File: src/hdl/asd_pkg.sv
// asd_pkg: shared constants, register codes and command/status types for
// the ARP scan detector. No dependencies.

package asd_pkg;

   localparam int SOURCE_ENTRIES_DEF = 16;
   localparam int TARGETS_DEF        = 16;
   localparam int TIME_BITS_DEF      = 48;

   localparam int LEN_W      = 12;
   localparam int OP_W       = 16;
   localparam int MAC_W      = 48;
   localparam int IP_W       = 32;
   localparam int NOW_W      = 48;
   localparam int COUNT_W    = 8;
   localparam int WINDOW_W   = 16;
   localparam int REQ_DATA_W = 240;
   localparam int RSP_DATA_W = 48;
   localparam int CSR_DATA_W = 16;

   localparam int LEN_LSB  = 0;
   localparam int OP_LSB   = 12;
   localparam int DMAC_LSB = 28;
   localparam int SMAC_LSB = 76;
   localparam int SIP_LSB  = 124;
   localparam int TIP_LSB  = 156;
   localparam int NOW_LSB  = 188;

   localparam logic [LEN_W-1:0]    MIN_FRAME    = 12'd42;
   localparam logic [OP_W-1:0]     OP_REQUEST   = 16'd1;
   localparam logic [OP_W-1:0]     OP_REPLY     = 16'd2;
   localparam logic [COUNT_W-1:0]  COUNT_ONE    = 8'd1;
   localparam logic [COUNT_W-1:0]  COUNT_MAX    = 8'd255;
   localparam logic [WINDOW_W-1:0] WINDOW_RESET = 16'd3000;
   localparam logic [COUNT_W-1:0]  ALARM_RESET  = 8'd5;

   typedef enum logic {
      CSR_WINDOW = 1'b0,
      CSR_ALARM  = 1'b1
   } csr_index_type;

   typedef struct packed {
      logic load;
      logic src_step;
      logic tgt_start;
      logic tgt_step;
      logic update;
      logic emit;
   } cmd_type;

   typedef struct packed {
      logic item_ok;
      logic src_last;
      logic found;
      logic tgt_done;
      logic alarm;
      logic out_free;
   } status_type;

endpackage

File: src/hdl/asd_ctrl.sv
// asd_ctrl: sequencing state machine of the ARP scan detector.
// Depends on asd_pkg; drives asd_datapath through cmd_type/status_type.

module asd_ctrl import asd_pkg::*; (
   input  logic       clock,
   input  logic       reset,
   input  logic       req_tvalid,
   output logic       req_tready,
   output cmd_type    cmd,
   input  status_type sts
);

   typedef enum logic [5:0] {
      ST_IDLE   = 6'b000001,
      ST_SRC    = 6'b000010,
      ST_DECIDE = 6'b000100,
      ST_TGT    = 6'b001000,
      ST_UPDATE = 6'b010000,
      ST_FINISH = 6'b100000
   } state_type;

   state_type state_ff, state_in;

   always_comb begin
      state_in   = state_ff;
      cmd        = '0;
      req_tready = 1'b0;
      unique case (state_ff)
         ST_IDLE: begin
            req_tready = 1'b1;
            if (req_tvalid) begin
               cmd.load = 1'b1;
               state_in = ST_SRC;
            end
         end
         ST_SRC: begin
            cmd.src_step = 1'b1;
            if (sts.src_last) state_in = ST_DECIDE;
         end
         ST_DECIDE: begin
            if (!sts.item_ok) begin
               state_in = ST_IDLE;
            end else if (sts.found) begin
               cmd.tgt_start = 1'b1;
               state_in      = ST_TGT;
            end else begin
               state_in = ST_UPDATE;
            end
         end
         ST_TGT: begin
            cmd.tgt_step = 1'b1;
            if (sts.tgt_done) state_in = ST_UPDATE;
         end
         ST_UPDATE: begin
            cmd.update = 1'b1;
            state_in   = ST_FINISH;
         end
         ST_FINISH: begin
            if (!sts.alarm) begin
               state_in = ST_IDLE;
            end else if (sts.out_free) begin
               cmd.emit = 1'b1;
               state_in = ST_IDLE;
            end
         end
         default: state_in = ST_IDLE;
      endcase
   end

   always_ff @(posedge clock) begin
      if (reset) begin
         state_ff <= ST_IDLE;
      end else begin
         state_ff <= state_in;
      end
   end

   a_onehot: assert property (@(posedge clock) disable iff (reset) $onehot(state_ff))
      else $error("state register not one-hot");
   a_tgt_end: assert property (@(posedge clock) disable iff (reset)
      (state_ff == ST_TGT && sts.tgt_done) |=> state_ff == ST_UPDATE)
      else $error("target scan did not end in update");
   a_emit: assert property (@(posedge clock) disable iff (reset)
      cmd.emit |-> (state_ff == ST_FINISH && sts.out_free && sts.alarm))
      else $error("alarm emitted outside finish");

endmodule

File: config.mk
export PLATFORM = sky130hd
export DESIGN_NAME = asd_ctrl
export DESIGN_NICKNAME = d
export VERILOG_FILES = /design/src/hdl/asd_pkg.sv /design/src/hdl/asd_ctrl.sv
export SDC_FILE = /design/constraint.sdc
export NUM_CORES = 1
export LEC_CHECK = 0
export ABC_AREA = 1
export ABC_CLOCK_PERIOD_IN_PS = 3400
export BUFFER_PORTS_ARGS = -buffer_cell sky130_fd_sc_hd__buf_4
export CELL_PAD_IN_SITES_DETAIL_PLACEMENT = 1
export CELL_PAD_IN_SITES_GLOBAL_PLACEMENT = 2
export CORE_UTILIZATION = 25
export DETAILED_ROUTE_END_ITERATION = 16
export HOLD_SLACK_MARGIN = 0.05
export PLACE_DENSITY_LB_ADDON = 0.2
export SLEW_MARGIN = 20
export SYNTH_ARGS = -nofsm -noshare
export SYNTH_HDL_FRONTEND = slang
export SYNTH_SLANG_ARGS = --single-unit
File: constraint.sdc
create_clock -name clock -period 3.4 [get_ports clock]
set_clock_uncertainty 0.2 [all_clocks]
set_input_delay 0.17 -clock clock [delete_from_list [all_inputs] [get_ports clock]]
set_output_delay 0.17 -clock clock [all_outputs]
set_load 0.01 [all_outputs]
After elaboration in Yosys (flattened, before gate mapping)
Cells that the tools add are included.

word-level totals
  logic and storage cells = 32
  register bits = 6
  output and inout bits = 7

cells by class
  reductions and logical operators = 1
  muxes and demuxes = 20
  eq/ne operators = 10

operators by type and width
  kind                                                             number
  6-bit two-way mux                                                6
  6-bit one-hot mux with 6 select lines                            1
  1-bit two-way mux                                                12
  6-bit by 1-bit == test with 1-bit output, second input constant  1
  6-bit by 2-bit == test with 1-bit output, second input constant  1
  6-bit by 3-bit == test with 1-bit output, second input constant  1
  6-bit by 4-bit == test with 1-bit output, second input constant  1
  6-bit by 5-bit == test with 1-bit output, second input constant  1
  6-bit == test, second input constant                             1
  2-bit != test, second input constant                             3
  5-bit two-way mux                                                1
  4-bit AND reduction                                              1
  3-bit != test, second input constant                             1

Logic depth before layout (Yosys ltp)
  word-level depth = 3
  gate-level depth with buffers = 9
  gate-level depth less buffers = 9

Worst setup path after synthesis
No wires, ideal clock.

  path type = flip-flop to flip-flop
  start point = register state_ff[2]
  end point = register state_ff[0]
  stages on the path, launching flop included = 9
  setup slack = 2.110 ns
  path buffers = 0
  data required time = 3.083 ns
  data arrival time = 0.973 ns
  library setup time = 0.117 ns
  cell sequence = dfxtp_1 -> nor2_2 -> nand3_2 -> inv_2 -> nand2_2 -> nand2_2 -> nor2_4 -> nand2_2 -> nand3_2

on the way
  longest elaborated chain between the ends = 3
  elaborated cells between the ends (all ways) = 12

ends and longest elaborated chain
  what                                                      line            RTL
  start, declared                                           asd_ctrl.sv:22  state_type state_ff, state_in;
  start signal, assigned                                    asd_ctrl.sv:74  state_ff <= state_in;
  6-bit == test (tied with other cells)                     asd_ctrl.sv:28  unique case (state_ff)
  3-bit != test (no line) or 2-bit != test (tied branches)  n/a
  4-bit AND reduction (no line)                             n/a

Several ways; a longest one is shown, not always the timed one.
A chain may end at the register's enable or synchronous reset.

Worst setup path after layout
  start point = register state_ff[2]
  end point = register state_ff[4]

Same word-level chain as after synthesis.

==> metrics.yaml <==
cells_and_area:
  antennaDiodeCount: 0
  largest_register: "state_ff"
  fillers: 214
  final_cell_mix: "inv_1 (15), buf_4 (15), nor2_1 (13)"
  reg_top3: "state_ff (6)"
  syn_to_final_growth_pct: 45.7
  layout.cells.non_filler: 112
  largest_reg_flops: 6
  drive_gt1_share_pct: 44.3
  finalNetCount: 99
die:
  core_area_um2: 1590
  io_pins: 16
  rows: 14
  start_util_pct: 28.2
  die_width_um: 44.4
  dieArea_um2: 1970
  die_h_um: 44.4
critical_path:
  criticalPathCategory: "reg2reg"
  start_kind: "flip-flop"
  required_ps: 3330
  cp_max_fo: 4
  rr_endpoint: "state_ff[4]$_SDFFE_PP0P_"
  r2r_start: "state_ff[2]$_SDFFE_PP0P_"
  worstSetupEndpoint: "state_ff[4]$_SDFFE_PP0P_"
  critPathArrivalTime_ps: 1830
  worst-r2r-setup-slack_ps: 1500
  crit_start: "state_ff[2]$_SDFFE_PP0P_"
  r2r_cells: 9
  crit_path_end_kind: "flip-flop"
logic_synthesis:
  synth.distinct_cells: 16
  yosysSeqAreaShare_pct: 26.7
  syn_area_per_cell_um2: 6.81
  synth_area_um2: 449
  yosys.area.top_type: "dfxtp_1"
  synth_seq_cells: 6
  yosysWarnings: 0
  synth_cells: 66
  synth_fp_nets: 75
  synth_top_area_share_pct: 26.7
  ys_top_cells_by_area: "dfxtp_1 (27%), inv_1 (13%), nor2_1 (11%)"
clock_network:
  cts_setup_buffers: 0
  clockBufferDepth: 2
  numCtsBuffers: 3
  h-tree-depth: 1
  clk_pin_slew_ps: 50
  cts_tree: "built"
  clk_latency_ps: 240
  cts-root-buf: "clkbuf_4"
  numClockSinks: 6
placed_design:
  hpwlAfterDp_um: 835
  portBuffers: 15
  gp_congestion: 0.702
  placed_cells: 105
route:
  drcViolationCount: 0
  drtAntennaViolNets: 0
  num_vias: 455
  first_iter_violations: 1
  routedWlPerCell_um: 9.35
  drtPass1Iterations: 2
  avgViaCountPerCell: 4.06
  totalWireLength_um: 1050
power:
  peakVddDrop_mv: 0.141
  p_leak_nw: 0.354
  power_density_nw_per_um2: 303
sta:
  worst_pin_slew_ps: 231
  fmax_mhz: 526
  hold_viol_final: 0
  fin_crit_sh_pct: 55.9
  setup_violations: 0
  post-route-min-period_ps: 1900
  rsz0062_at_grt: "false"
  setup_tns_ps: 0
  slew_violations: 0
  maxSlewHeadroom_pct: 84.5
hold_path:
  hold_path.class: "in2reg"
  min-delay-start: "sts[0]"
global_routing:
  antenna_found_initial: 0
  grt_start_max_net_pins: 7
  overflow: 0
  grt.total_usage_pct: 13.0
  grt_pass1_vias: 444
  grt_pass1_wl_um: 1730
status:
  status: "complete, no violations"
job:
  cap_violations: 0
power breakdown:
group / leakage [nW] / total [mW] / internal [mW] / switching, mW
Clock: 0.0138 / 0.0644 / 0.0398 / 0.0246
Combinational: 0.292 / 0.0579 / 0.0271 / 0.0308
Sequential: 0.0488 / 0.0763 / 0.0737 / 0.00254
worst min-delay path by stage:
| stage | endpoint | slack [ps] | depth (start not counted) |
|---|---|---|---|
| finish | state_ff[5]$_SDFFE_PP0P_ | 50 | 4 |
| CTS | state_ff[0]$_SDFFE_PP1P_ | 50 | 4 |
| global route | state_ff[5]$_SDFFE_PP0P_ | 70 | 4 |
| detailed placement | state_ff[5]$_SDFFE_PP0P_ | 190 | 2 |
| global placement | state_ff[5]$_SDFFE_PP0P_ | 190 | 2 |
| floorplan | state_ff[1]$_SDFFE_PP0P_ | 40 | 1 |
cell usage after synthesis:
master and instances:
inv_1 15, nor2_1 13, dfxtp_1 6, nand2_2 5, nand2_1 4, nand3_1 4, nand3_2 4, a21oi_1 3
inv_2 3, nor2_2 2, nor2_4 2, and2_4 1, nand3_4 1, nor3_2 1, o21ai_2 1, o21bai_2 1
critical path: stages, from the launching register on:
cell and delay (ps):
dfxtp_1 320, nor2_2 210, nand3_2 150, inv_2 90
nand2_2 60, nand2_2 90, nor2_4 40, o21ai_2 40
nor2_1 40, dlygate4sd3_1 540
stage by stage:
| step | setup WS (ps) | utilization (%) | hold WS (ps) | power (mW) | instance area (um^2) |
|---|---|---|---|---|---|
| floorplan | 2110 | - | 39.1 | 0.112 | 449 |
| global placement | 1980 | 37.1 | 187 | 0.133 | 592 |
| detailed placement | 1960 | 37.1 | 188 | 0.133 | 592 |
| CTS | 1480 | 41.1 | 52.4 | 0.201 | 654 |
| global route | 1390 | 41.1 | 68.4 | 0.210 | 654 |
| finish | 1500 | 41.1 | 52.6 | 0.199 | 654 |
metal layers:
metal  wire (um)  vias up  GRT usage, %
met1         440      197          13.2
met5           0        -             0
met4          44        0          12.7
met2         525       15          21.8
met3          36        4          2.45
li1            -      239             -
cell families after synthesis:
kind of cell	share of synthesized area (%)
AND/OR/NAND/NOR	50.4
buffers and inverters	15.0
flip-flops	26.7
AO/OA/AOI/OAI	7.80
repair_timing:
| action | in CTS | in global routing |
|---|---|---|
| gates resized for setup | 0 | 0 |
| hold buffers | 4 | 0 |
| hold endpoints to repair | 6 | 0 |
cell type report:
type	count	area (um^2)	area share, %
clock buffers	3	22.5	3.44
inverters	18	67.6	10.3
multi-input cells	42	262	40.0
flip-flops and latches	6	120	18.4
well taps	24	30.0	4.59
repair buffers	19	153	23.3
(Power assumes the default switching activity.)
